`config.mk`:
```
export PLATFORM = sky130hd
export DESIGN_NAME = wllo_grey
export DESIGN_NICKNAME = d
export VERILOG_FILES = /design/src/wllo_pkg.sv /design/src/wllo_grey.sv
export SDC_FILE = /design/constraint.sdc
export NUM_CORES = 2
export LEC_CHECK = 0
export BUFFER_PORTS_ARGS = -buffer_cell sky130_fd_sc_hd__clkbuf_2
export CAP_MARGIN = 10
export CORE_UTILIZATION = 35
export DETAILED_ROUTE_END_ITERATION = 8
export GPL_ROUTABILITY_DRIVEN = 0
export PLACE_DENSITY_LB_ADDON = 0.08
export REMOVE_ABC_BUFFERS = 1
export SYNTH_ARGS = -nofsm -noshare
export SYNTH_HDL_FRONTEND = slang
export SYNTH_SLANG_ARGS = --single-unit
```
`constraint.sdc`:
```
create_clock -name clk -period 8.14 [get_ports clk]
set_input_delay 0 -clock clk [delete_from_list [all_inputs] [get_ports clk]]
set_output_delay 0 -clock clk [all_outputs]
set_load 0.05 [all_outputs]
```
`src/wllo_pkg.sv`:
```
// Shared types and constants for the window/level label overlay pipeline.
// No dependencies; imported by every module of the block except wllo_ram.
package wllo_pkg;

	localparam int unsigned LABEL_COUNT_DEF = 255;
	localparam int unsigned LABEL_W = 8;
	localparam int unsigned SAMPLE_W = 16;
	localparam int unsigned CFG_IDX_W = 2;
	localparam int unsigned CFG_DATA_W = 32;
	localparam int unsigned OPACITY_W = 9;

	localparam logic [CFG_IDX_W-1:0] CFG_GAIN = 2'd0;
	localparam logic [CFG_IDX_W-1:0] CFG_LEVEL_OFFSET = 2'd1;
	localparam logic [CFG_IDX_W-1:0] CFG_OPACITY = 2'd2;

	localparam logic [31:0] GAIN_RESET = 32'h0001_0000;
	localparam logic [31:0] OFFSET_RESET = 32'h0000_0000;
	localparam logic [OPACITY_W-1:0] OPACITY_RESET = 9'd128;
	localparam logic [OPACITY_W-1:0] OPACITY_ONE = 9'd256;

	localparam logic signed [48:0] GREY_MAX_Q16 = 49'sd16711680;

	localparam logic OP_RENDER = 1'b0;
	localparam logic OP_WRITE = 1'b1;

	typedef struct packed {
		logic [7:0] red;
		logic [7:0] green;
		logic [7:0] blue;
	} rgb_t;

	typedef struct packed {
		logic ld2;
		logic ld3;
		logic ld4;
	} pipe_ctl_t;

endpackage

```
`src/wllo_grey.sv`:
```
// Grey mapping: Q16.16 gain multiply (stage 2), offset add and clamp (stage 3).
// Depends on wllo_pkg.
module wllo_grey (
	input  logic                                clk,
	input  wllo_pkg::pipe_ctl_t                 ctl,
	input  logic signed [wllo_pkg::SAMPLE_W-1:0] sample_s1,
	input  logic [31:0]                         gain,
	input  logic [31:0]                         level_offset,
	output logic [7:0]                          grey_s3
);
	import wllo_pkg::*;

	logic signed [47:0] prod_s2;
	logic signed [48:0] sum;

	always_ff @(posedge clk) begin
		if (ctl.ld2) begin
			prod_s2 <= $signed(gain) * sample_s1;
		end
	end

	assign sum = $signed({prod_s2[47], prod_s2})
		+ $signed({{17{level_offset[31]}}, level_offset});

	always_ff @(posedge clk) begin
		if (ctl.ld3) begin
			if (sum[48]) begin
				grey_s3 <= 8'd0;
			end else if (sum >= GREY_MAX_Q16) begin
				grey_s3 <= 8'd255;
			end else begin
				grey_s3 <= sum[23:16];
			end
		end
	end

endmodule

```
==> impl_metrics.ini <==
[status]
status = finished clean

[floorplan]
start_util_pct = 35.6
die_h_um = 256
core_area_um2 = 63300
die_area_um2 = 65300
die_w_um = 256
top_level_ports = 92
row_count = 92

[synth]
syn_area_per_cell_um2 = 8.88
synth_top_flop_cell = edfxtp_1
yosys.area.top_type = fa_1
synth_edf_count = 56
ys_seq_area_share_pct = 7.47
async_flop_share_pct = 0
synth_area_um2 = 22500
synth_top_area_share_pct = 43.3
yosysWarnings = 0
ys_top_cells_by_area = fa_1 43%, inv_1 9.4%, ha_1 9.0%, edfxtp_1 7.5%, nand2_1 5.7%
synth_cells = 2535
synth_seq_cells = 56
synth_cell_type_count = 71

[sta]
fmax_ghz = 0.145
max_slew_margin_pct = 38.1
setup_viol = 0
fin_crit_ns = 6.91
fin_crit_sh_pct = 84.9
tns_ns = 0
worst_pin_slew_ns = 0.928
skew_ns = 0.00627
finalHoldViolCount = 0
slew_violations = 0
rsz0062_at_grt = false

[routing]
drtIter0Drc = 864
drt_wl_total_um = 61500
wl_per_cell_um = 18.2
vias = 16900
firstDrtPassIters = 5
drc = 0
vias_per_cell = 4.99
ant_nets = 0

[worst_setup_path]
cp-start-kind = input pin
reg2reg_depth = 11
r2r_start = prod_s2[31]
cp-end-kind = flip-flop
r2r-end = grey_s3[7]
reg2reg_slack_ns = 4.05
path_max_fanout = 32
worstSetupPathType = in2reg
critPathRequiredTime_ns = 8.19
arrival_ns = 6.96

[clock_network]
clock_path_buffers = 2
htreeDepth = 2
post_cts_buffers = 0
cts_inserted_buffers = 5
clk_pin_slew_ns = 0.08
clkLatencyLatePin_ns = 0.30
cts_tree = yes
hold_buffers = 0
cts_sinks = 56
cts-resized-gates = 0
clock_tree.root_cell = clkbuf_16

[finish]
syn_to_final_growth_pct = 5.78
n_fill_cell = 6575
nNetsFinal = 3267
seq_area_um2 = 1680
multi_input_area_um2 = 18300
drive_above_1_share_pct = 4.93

[global_route]
grt_max_degree = 49
antenna_found_initial = 6
track_usage_pct = 19.1
grt_pass1_wl_um = 99600
first_global_vias = 18000
gr-total-overflow = 0

[hold_path]
min_path_type = in2reg
min-delay-start = ctl[1]
hold_end = grey_s3[7]
holdPathStages = 1

[place]
io_buffers = 90
dp_hpwl_um = 51100

[job]
cap_violations = 0
==> worst max path at each step <==
stage               cells past startpoint          end          start
CTS                                    22  prod_s2[45]   sample_s1[2]
global placement                       23  prod_s2[45]   sample_s1[4]
floorplan                              21  prod_s2[45]  sample_s1[15]
detailed placement                     22  prod_s2[45]   sample_s1[2]
finish                                 22  prod_s2[45]   sample_s1[2]
global route                           22  prod_s2[45]   sample_s1[2]
==> routing by layer <==
layer  up-vias  routed length, µm  global-route usage, %  share of wire, %
met4         6                801                   2.96               1.3
met2       322              29700                   32.6                48
li1       7784                  -                      -                 -
met1      8717              28700                   26.7                47
met5         -                 47                      0             0.076
met3        45               2220                   1.88               3.6
==> layout make-up <==
cell class | instances | share of cell area, %
Timing Repair Buffer | 102 | 2.27
Sequential cell | 56 | 7.06
Inverter | 566 | 8.92
Clock inverter | 2 | 0.0578
Clock buffer | 6 | 0.541
Multi-Input combinational cell | 1803 | 76.7
Tap cell | 846 | 4.45
Antenna cell | 2 | 0.0210
==> logic make-up (layout without fill, tap and decap cells) <==
logic type / after synthesis / in the layout / synth area share, %
DFF: 56 / 56 / 7.47
and+or+nand+nor: 760 / 760 / 16.5
muxes: 5 / 5 / 0.228
AOI/OAI and AO/OA: 323 / 323 / 9.48
other: 0 / 2 / 0
xor gates and xnor gates: 66 / 66 / 2.57
adders and majority gates: 649 / 649 / 52.3
buffers and inverters: 676 / 676 / 11.4
==> through the flow <==
stage / instances / area (µm²) / util [%] / worst slack [ns] / hold slack (ns)
6_report: 3383 / 23800 / 37.6 / 1.23 / 0.0588
5_1_grt: 3381 / 23800 / 37.6 / 0.888 / 0.0767
4_1_cts: 3381 / 23800 / 37.6 / 1.22 / 0.0597
3_5_place_dp: 3373 / 23700 / 37.4 / 0.905 / 0.382
3_3_place_gp: 3373 / 23700 / 37.4 / 1.09 / 0.377
2_1_floorplan: 2425 / 22100 / - / 2.04 / 0.112
==> flip-flops by register name (all words and copies together), names as in the netlist <==
name and flops:
grey_s3 8, prod_s2 48
==> worst max-delay path: stages <==
cell	delay (ns)
clkbuf_2	0.67
nand2_1	0.18
fa_1	0.53
fa_1	0.53
fa_1	0.53
inv_1	0.06
fa_1	0.45
fa_1	0.51
inv_1	0.05
fa_1	0.50
inv_1	0.05
ha_1	0.33
and3_1	0.24
a221o_1	0.30
a21oi_1	0.18
nor3_1	0.06
a31o_2	0.26
a21o_1	0.24
a211o_1	0.32
a31oi_2	0.34
mux2i_1	0.11
a2111oi_0	0.49
==> synthesized netlist by cell type, types with 4 or more instances <==
cell type  count
a31oi_1       16
o21bai_1      15
or3_1          7
nand2b_1      16
nor3b_1        4
nand4_1       18
a21o_1        46
nand3_1       26
buf_2         15
o21ai_1       15
xor2_1        16
a21boi_0       4
o31ai_1        6
o21ai_0       42
clkbuf_1      92
nor3_1        19
o211ai_1       9
edfxtp_1      56
o21a_1        13
nor2b_1        6
a2111oi_0      4
o2111ai_1      6
and3_1        12
a21oi_1       91
a41oi_1        9
xnor2_1       50
and2_1       205
nand2_1      344
fa_1         487
inv_1        565
a211o_1        4
ha_1         162
mux2i_1        4
nor4_1         8
a211oi_1      11
nor2_1        78
==> layout by cell type, fill, tap and decap left out, types with 16 or more instances in the layout <==
cell and instances:
a21o_1 46, a21oi_1 91, a31oi_1 16, and2_1 205, clkbuf_2 90, edfxtp_1 56
fa_1 487, ha_1 162, inv_1 565, nand2_1 344, nand2b_1 16, nand3_1 26
nand4_1 18, nor2_1 78, nor3_1 19, o21ai_0 42, xnor2_1 50, xor2_1 16
Power is left out: the tool's default activity adds up to more than one toggle a clock period on the data nets, which glitch-free logic cannot reach.
