--- src/wllo_pkg.sv ---
// Shared types and constants for the window/level label overlay pipeline.
// No dependencies; imported by every module of the block except wllo_ram.
package wllo_pkg;

	localparam int unsigned LABEL_COUNT_DEF = 255;
	localparam int unsigned LABEL_W = 8;
	localparam int unsigned SAMPLE_W = 16;
	localparam int unsigned CFG_IDX_W = 2;
	localparam int unsigned CFG_DATA_W = 32;
	localparam int unsigned OPACITY_W = 9;

	localparam logic [CFG_IDX_W-1:0] CFG_GAIN = 2'd0;
	localparam logic [CFG_IDX_W-1:0] CFG_LEVEL_OFFSET = 2'd1;
	localparam logic [CFG_IDX_W-1:0] CFG_OPACITY = 2'd2;

	localparam logic [31:0] GAIN_RESET = 32'h0001_0000;
	localparam logic [31:0] OFFSET_RESET = 32'h0000_0000;
	localparam logic [OPACITY_W-1:0] OPACITY_RESET = 9'd128;
	localparam logic [OPACITY_W-1:0] OPACITY_ONE = 9'd256;

	localparam logic signed [48:0] GREY_MAX_Q16 = 49'sd16711680;

	localparam logic OP_RENDER = 1'b0;
	localparam logic OP_WRITE = 1'b1;

	typedef struct packed {
		logic [7:0] red;
		logic [7:0] green;
		logic [7:0] blue;
	} rgb_t;

	typedef struct packed {
		logic ld2;
		logic ld3;
		logic ld4;
	} pipe_ctl_t;

endpackage

--- src/wllo_blend.sv ---
// Label colour blend per channel and output select (stage 4).
// Depends on wllo_pkg.
module wllo_blend (
	input  logic                                 clk,
	input  wllo_pkg::pipe_ctl_t                  ctl,
	input  logic [7:0]                           grey_s3,
	input  wllo_pkg::rgb_t                       colour_s3,
	input  logic                                 overlay_s3,
	input  logic [wllo_pkg::OPACITY_W-1:0]       opacity,
	output wllo_pkg::rgb_t                       pix_s4
);
	import wllo_pkg::*;

	function automatic logic [7:0] mix(input logic [7:0] g, input logic [7:0] c,
			input logic [OPACITY_W-1:0] op);
		logic signed [8:0]  diff;
		logic signed [18:0] prod;
		logic signed [19:0] num;
		diff = $signed({1'b0, c}) - $signed({1'b0, g});
		prod = $signed({1'b0, op}) * diff;
		num = $signed({4'd0, g, 8'd0}) + $signed({prod[18], prod});
		return num[19] ? 8'd0 : num[15:8];
	endfunction

	rgb_t mixed;

	always_comb begin
		mixed.red = mix(grey_s3, colour_s3.red, opacity);
		mixed.green = mix(grey_s3, colour_s3.green, opacity);
		mixed.blue = mix(grey_s3, colour_s3.blue, opacity);
	end

	always_ff @(posedge clk) begin
		if (ctl.ld4) begin
			if (overlay_s3) begin
				pix_s4 <= mixed;
			end else begin
				pix_s4 <= '{red: grey_s3, green: grey_s3, blue: grey_s3};
			end
		end
	end

endmodule

--- config.mk ---
export PLATFORM = sky130hd
export DESIGN_NAME = wllo_blend
export DESIGN_NICKNAME = d
export VERILOG_FILES = /design/src/wllo_pkg.sv /design/src/wllo_blend.sv
export SDC_FILE = /design/constraint.sdc
export NUM_CORES = 1
export LEC_CHECK = 0
export BUFFER_PORTS_ARGS = -buffer_cell sky130_fd_sc_hd__buf_2
export CORE_MARGIN = 2
export CORE_UTILIZATION = 45
export DETAILED_ROUTE_END_ITERATION = 12
export PLACE_DENSITY = 0.6
export SKIP_LAST_GASP = 1
export SYNTH_ARGS = -nofsm -noshare
export SYNTH_HDL_FRONTEND = slang
export SYNTH_SLANG_ARGS = --single-unit
export TNS_END_PERCENT = 20
--- constraint.sdc ---
create_clock -name clk -period 8.75 [get_ports clk]
set_input_delay 0.875 -clock clk [delete_from_list [all_inputs] [get_ports clk]]
set_output_delay 0.875 -clock clk [all_outputs]
set_load 0.01 [all_outputs]
==> results of run 1 <==
==> final cells by class <==
class                   count  area, sq um  area share
clock buffers               3         75.1     0.00633
clock inverters             1         30.0     0.00253
inverters                 259          972      0.0820
multi-input cells         897         9190       0.775
flip-flops and latches     24          721      0.0608
well taps                 324          405      0.0342
repair buffers             84          463      0.0390
==> routing by layer <==
| layer | routed length [microns] | part of all wire | up-vias |
|---|---|---|---|
| met2 | 11800 | 0.44 | 167 |
| met4 | 359 | 0.013 | 0 |
| li1 | - | - | 4028 |
| met1 | 13600 | 0.50 | 4058 |
| met3 | 1210 | 0.045 | 22 |
| met5 | 0 | 0 | - |
==> through the flow <==
step / std cells / utilization
floorplan: 1224 / -
global placement: 1588 / 0.486
detailed placement: 1588 / 0.486
CTS: 1592 / 0.491
global route: 1592 / 0.491
finish: 1592 / 0.491
==> cells in the mapped netlist, types with 5 or more instances <==
cell      instances  area share
a211oi_1          5      0.0034
a21boi_1          6      0.0041
a21o_1           29       0.020
a21oi_1          17      0.0077
and2_1           50       0.028
clkbuf_1         39       0.013
edfxtp_1         24       0.065
fa_1            174        0.32
ha_1            171        0.19
inv_1           259       0.088
mux2_1            5      0.0051
mux2i_1          24       0.022
nand2_1          77       0.026
nand2b_1         71       0.040
nor2_1           40       0.014
nor2b_1          10      0.0057
nor3_1           36       0.016
nor3b_1          44       0.030
o21a_1           15       0.010
o21ai_0          14      0.0064
o21ai_1           8      0.0036
or3_1             5      0.0028
or3b_1            5      0.0040
or3b_2            5      0.0040
xnor2_1          12      0.0095
xor2_1           11      0.0087
==> kinds of logic (layout without fill, tap and decap cells) <==
| group | after synthesis | in the layout | synth area share |
|---|---|---|---|
| AO/OA/AOI/OAI | 130 | 130 | 0.0860 |
| XOR/XNOR | 23 | 23 | 0.0183 |
| adder cells (fa/ha/maj) | 345 | 345 | 0.510 |
| buffers and inverters | 303 | 347 | 0.103 |
| flip-flops | 24 | 24 | 0.0653 |
| multiplexers | 29 | 29 | 0.0269 |
| AND/OR/NAND/NOR | 370 | 370 | 0.190 |
==> path summary, 6_finish.rpt <==
check	from	end	slack [ns]	depth (start not counted)
setup / recovery	grey_s3[1]	pix_s4[20]$_DFFE_PP_	0.92	24
hold / removal	ctl[0]	pix_s4[23]$_DFFE_PP_	1.12	1
==> impl_metrics.tcl, run 1 <==
set metrics [dict create \
    met3_usage 0.0248 \
    crit_path_start_kind "input port" \
    tritoncts "built" \
    holdWs_ns 1.12 \
    overflow 0 \
    antenna_found_initial 0 \
    num_io_pins 70 \
    drc 0 \
    cts_root_buffer "clkbuf_16" \
    dpl_worst_slack_ns 0.642 \
    die_w_microns 161 \
    drt_iter0_drc 443 \
    postCtsHoldBufs 0 \
    coreArea_sq_um 24200 \
    cts_max_level 1 \
    track_usage 0.221 \
    synthFlopType "edfxtp_1" \
    syn_to_final_growth_pct 7.51 \
    tightest_slew_ns 0.980 \
    timing.final.crit_share 0.895 \
    nets 1660 \
    viasPerCell 5.20 \
    die-area_sq_um 25800 \
    antenna_left 0 \
    syn_nets 1615 \
    place_area_sq_um 11800 \
    post_cts_resized 0 \
    largest_register_ffs 24 \
    tns_ns 0 \
    start_util 0.456 \
    cp_top_family "adder cells" \
    drive_above_1_share 0.0836 \
    path_class "input port to flip-flop" \
    vias 8275 \
    grt_max_degree 31 \
    layout_commonest_cell "inv_1" \
    synth_seq_cells 24 \
    drv_cap 0 \
    min_period_ns 7.83 \
    postCtsSetupBuffers 0 \
    synth.avg_cell_area_sq_um 9.01 \
    worst_path_most_repeated_cell "fa_1" \
    place_congestion 0.858 \
    reg_top3 "pix_s4: 24 flops" \
    fin_area_sq_um 11900 \
    rsz0062_at_grt "no" \
    grtUsageMet2 0.348 \
    cp.required_ns 8.88 \
    end_kind "flip-flop" \
    rows 57 \
    relSlewSlack 0.342 \
    synth_cells 1224 \
    final_cell_mix "inv_1 (259), fa_1 (174), ha_1 (171)" \
    cts_sinks 24 \
    io_buffers 67 \
    wire_per_inst_microns 16.9 \
    synth_edf_count 24 \
    status "complete, no violations" \
    fmax_ghz 0.128 \
    dr.pass1.iters 5 \
    grt_pass1_vias 8371 \
    clockBufferDepth 2 \
    critPathBufInv 5 \
    fin_ws_ns 0.916 \
    ys_types 61 \
    cp_max_fo 8 \
    antennaDiodeCount 0 \
    dpl.hpwl_mm 22.0 \
    finalSetupViolCount 0 \
    crit_chain "buf_2 -> inv_1 -> ha_1 -> nor2b_1 -> o21ai_1 -> a21boi_1 -> o21a_1 -> o41ai_2 -> mux2_1 -> fa_1 -> inv_1 -> fa_1 -> fa_1 -> fa_1 -> inv_1 -> fa_1 -> inv_1 -> ha_1 -> and3_1 -> a221oi_1 -> a211oi_2 -> or3_2 -> a21oi_4 -> a22o_1" \
    yosys_warnings 0 \
    clk_pin_slew_worst_paths_ns 0.06 \
    final_hold_viol_count 0 \
    numCtsBuffers 3 \
    hold_class "input port to flip-flop" \
    grt_pass1_wl_mm 45.3 \
    ys_seq_area_frac 0.0653 \
    routed_wl_mm 26.9 \
    fill_cells 2358 \
    critPathSlowestCell "o41ai_2" \
    top_register "pix_s4" \
    grt_busiest_layer "met2" \
    synthesis.area_sq_um 11000 \
    cp_slowest_stage_delay_ns 0.67 \
    arrival_ns 7.97 \
    async_flop_share 0 \
    die_height_microns 161 \
    globalRouteMet1Util 0.334 \
    drv_slew 0 \
]
Power of run 1 is left out: the tool's default activity adds up to more than one toggle a clock period on the data nets, which glitch-free logic cannot reach.
==> run 2, diff against run 1 <==
==> constraint.sdc (replaced) <==
create_clock -name clk -period 8 [get_ports clk]
set_input_delay 0.8 -clock clk [delete_from_list [all_inputs] [get_ports clk]]
set_output_delay 0.8 -clock clk [all_outputs]
set_load 0.02 [all_outputs]
==> run 2 against run 1 <==
Non-clock buffer count rose by 4. Sequential share of layout area barely moved. Worst hold slack got worse by 0.077 ns. Flip-flop and latch count did not move. Core utilization rose by 0.12 points. Global-route usage fell by 0.055 points. Setup slack got worse by 0.36 ns. Count of clock-buffer cells in the layout did not move. Critical path depth fell by 1.
==> impl_metrics.tcl, run 2 (synthesized netlist as in run 1, its figures left out) <==
set metrics [dict create \
    status "complete, no violations" \
    die_w_microns 161 \
    worst_path_most_repeated_cell "fa_1" \
    critPathSlowestCell "fa_1" \
    track_usage 0.221 \
    clk_pin_slew_worst_paths_ns 0.06 \
    tritoncts "built" \
    fin_area_sq_um 11900 \
    end_kind "flip-flop" \
    start_util 0.456 \
    die-area_sq_um 25800 \
    grt_max_degree 31 \
    syn_to_final_growth_pct 7.78 \
    fmax_ghz 0.134 \
    finalSetupViolCount 0 \
    io_buffers 67 \
    drt_iter0_drc 548 \
    post-route-util 0.492 \
    tns_ns 0 \
    cts_root_buffer "clkbuf_16" \
    grt_pass1_vias 8559 \
    rows 57 \
    top_register "pix_s4" \
    post_cts_resized 0 \
    fin_ws_ns 0.560 \
    antenna_left 0 \
    overflow 0 \
    cp_max_fo 9 \
    dr.pass1.iters 6 \
    crit_path_start_kind "input port" \
    wire_per_inst_microns 16.7 \
    drive_above_1_share 0.0865 \
    drc 0 \
    num_io_pins 70 \
    relSlewSlack 0.491 \
    top_layer "met4" \
    place_congestion 0.853 \
    fill_cells 2324 \
    die_height_microns 161 \
    viasPerCell 5.18 \
    cts_max_level 1 \
    routed_wl_mm 26.6 \
    nets 1664 \
    layout_commonest_cell "inv_1" \
    hold_class "input port to flip-flop" \
    m1WireLength_mm 13.3 \
    place_area_sq_um 11800 \
    min_period_ns 7.44 \
    routed-wl-met2_mm 11.8 \
    grt_pass1_wl_mm 45.3 \
    cp_top_family "adder cells" \
    drv_slew 0 \
    timing.final.crit_share 0.930 \
    cp_slowest_stage_delay_ns 0.54 \
    cts_sinks 24 \
    arrival_ns 7.56 \
    cp.required_ns 8.12 \
    postCtsHoldBufs 0 \
    tightest_slew_ns 0.758 \
    antenna_found_initial 0 \
    reg_top3 "pix_s4: 24 flops" \
    largest_register_ffs 24 \
    dpl_worst_slack_ns 0.272 \
    critPathBufInv 5 \
    numCtsBuffers 3 \
    rsz0062_at_grt "no" \
    met3_length_mm 1.11 \
    dpl.hpwl_mm 21.8 \
    antennaDiodeCount 0 \
    vias 8271 \
    clockBufferDepth 2 \
    coreArea_sq_um 24200 \
    drv_cap 0 \
    crit_chain "buf_2 -> inv_1 -> ha_1 -> nor2b_1 -> o21ai_1 -> a21boi_1 -> o21a_1 -> o41ai_2 -> buf_4 -> mux2i_1 -> fa_1 -> fa_1 -> fa_1 -> fa_1 -> inv_1 -> fa_1 -> inv_1 -> ha_1 -> a21o_1 -> o311a_1 -> or4_1 -> o211ai_2 -> a32o_1" \
    postCtsSetupBuffers 0 \
    final_hold_viol_count 0 \
    path_class "input port to flip-flop" \
    final_cell_mix "inv_1 (259), fa_1 (174), ha_1 (171)" \
]
-- run 2: cell types whose count changed in the layout (fill, tap and decap cells not counted), sizes merged --
cell | previous run | this run
buf | 84 | 88
-- run 2: per-stage QoR --
step / hold slack [ns] / std cells
final: 1.05 / 1596
after global routing: 1.08 / 1596
after CTS: 1.06 / 1596
after detailed placement: 1.25 / 1592
after global placement: 1.26 / 1592
after floorplan: 0.912 / 1224
-- run 2: path summary, 6_finish.rpt --
check | to | cells after the start | slack (ns) | startpoint
setup / recovery | pix_s4[4]$_DFFE_PP_ | 23 | 0.56 | grey_s3[1]
hold / removal | pix_s4[18]$_DFFE_PP_ | 1 | 1.05 | ctl[0]
-- run 2: layer usage --
metal,up-vias,track usage
li1,4028,-
met1,4069,0.338
met2,161,0.349
met3,13,0.0139
met4,0,0.0352
met5,-,0
-- run 2: cell type report --
type                    count  area [sq um]  area share
clock inverters             1          30.0     0.00253
well taps                 324           405      0.0341
inverters                 259           972      0.0818
repair buffers             88           493      0.0415
multi-input cells         897          9190       0.773
clock buffers               3          75.1     0.00631
flip-flops and latches     24           721      0.0606
Power of run 2 is left out for the same reason.
==> run 3, diff against run 2 <==
REMOVE_ABC_BUFFERS = 1   (was unset)
==> run 3 against run 2 <==
Sequential share of layout area hardly changed. Die area stayed put. First-iteration DRC count is 19% lower. Worst hold slack better by 0.063 ns. Largest cell class unchanged. Non-clock buffer count is 2 lower. Via count is 2.6% higher. Critical endpoint is now pix_s4[20]$_DFFE_PP_.
==> impl_metrics.tcl, run 3 (synthesized netlist as in run 1, its figures left out) <==
set metrics [dict create \
    status "complete, no violations" \
    nets 1662 \
    start_util 0.456 \
    routed_wl_mm 27.9 \
    rows 57 \
    die-area_sq_um 25800 \
    reg_top3 "pix_s4: 24 flops" \
    clk_pin_slew_worst_paths_ns 0.07 \
    syn_to_final_growth_pct 7.41 \
    die_w_microns 161 \
    final_hold_viol_count 0 \
    dp.cells 1590 \
    postCtsHoldBufs 0 \
    antenna_left 0 \
    clockBufferDepth 2 \
    critPathBufInv 4 \
    cp.required_ns 8.15 \
    timing.final.crit_share 0.928 \
    path_class "input port to flip-flop" \
    min_from "grey_s3[4]" \
    end_kind "flip-flop" \
    tightest_slew_ns 1.01 \
    worst_path_most_repeated_cell "fa_1" \
    critPathSlowestCell "nor3_1" \
    min_period_ns 7.43 \
    coreArea_sq_um 24200 \
    die_height_microns 161 \
    viasPerCell 5.33 \
    antennaDiodeCount 0 \
    final_cell_mix "inv_1 (259), fa_1 (174), ha_1 (171)" \
    tns_ns 0 \
    layout_commonest_cell "inv_1" \
    multiInputGateArea_sq_um 9190 \
    hold_class "input port to flip-flop" \
    place_area_sq_um 11800 \
    top_register "pix_s4" \
    fmax_ghz 0.135 \
    finalSetupViolCount 0 \
    cp_top_family "adder cells" \
    vias 8489 \
    drv_cap 0 \
    cp_slowest_stage_delay_ns 0.78 \
    cts_sinks 24 \
    post_cts_resized 0 \
    largest_register_ffs 24 \
    dpl.hpwl_mm 22.4 \
    relSlewSlack 0.318 \
    postCtsSetupBuffers 0 \
    crit_start "grey_s3[2]" \
    grt_pass1_vias 8832 \
    seqCellArea_sq_um 721 \
    fill_cells 2369 \
    cts_root_buffer "clkbuf_16" \
    tritoncts "built" \
    drt_iter0_drc 443 \
    antenna_found_initial 0 \
    rsz0062_at_grt "no" \
    place_congestion 0.887 \
    fin_cells 1594 \
    holdWs_ns 1.11 \
    crit_path_start_kind "input port" \
    io_buffers 67 \
    dr.pass1.iters 6 \
    drc 0 \
    cts_max_level 1 \
    drive_above_1_share 0.0843 \
    fin_area_sq_um 11800 \
    numCtsBuffers 3 \
    drv_slew 0 \
    grt_max_degree 31 \
    grt_pass1_wl_mm 46.4 \
    wire_per_inst_microns 17.5 \
    crit_chain "buf_2 -> inv_1 -> ha_1 -> nor2b_1 -> o21ai_1 -> a21boi_1 -> o21a_1 -> nor3_1 -> nor3b_1 -> fa_1 -> fa_1 -> fa_1 -> fa_1 -> inv_1 -> fa_1 -> inv_1 -> ha_1 -> and3_1 -> a221oi_1 -> a211oi_2 -> or3_2 -> a21oi_4 -> a22o_1" \
    num_io_pins 70 \
    cp_max_fo 9 \
    arrival_ns 7.57 \
    overflow 0 \
    track_usage 0.229 \
]
## run 3: metrics by stage
step	util	setup WS, ns
finish	0.490	0.575
global route	0.490	0.204
CTS	0.490	0.537
detailed placement	0.487	0.249
global placement	0.487	0.277
floorplan	-	0.179
## run 3: metal layers
layer,track usage,vias to the layer above,wire length [microns]
li1,-,4023,-
met1,0.317,4232,12900
met2,0.387,198,13000
met3,0.0266,36,1280
met4,0.0520,0,737
met5,0,-,0
## run 3: layout make-up
type                       count  area share
clock buffer                   3     0.00634
clock inverter                 1    0.000317
inverter                     259      0.0821
multi-input combinational    897       0.776
sequential                    24      0.0608
tap                          324      0.0342
timing repair buffer          86      0.0403
## run 3: path summary, 6_finish.rpt
path | slack [ns] | end | depth (start not counted)
max | 0.57 | pix_s4[20]$_DFFE_PP_ | 23
min | 1.11 | pix_s4[20]$_DFFE_PP_ | 3
Power of run 3 is left out for the same reason.
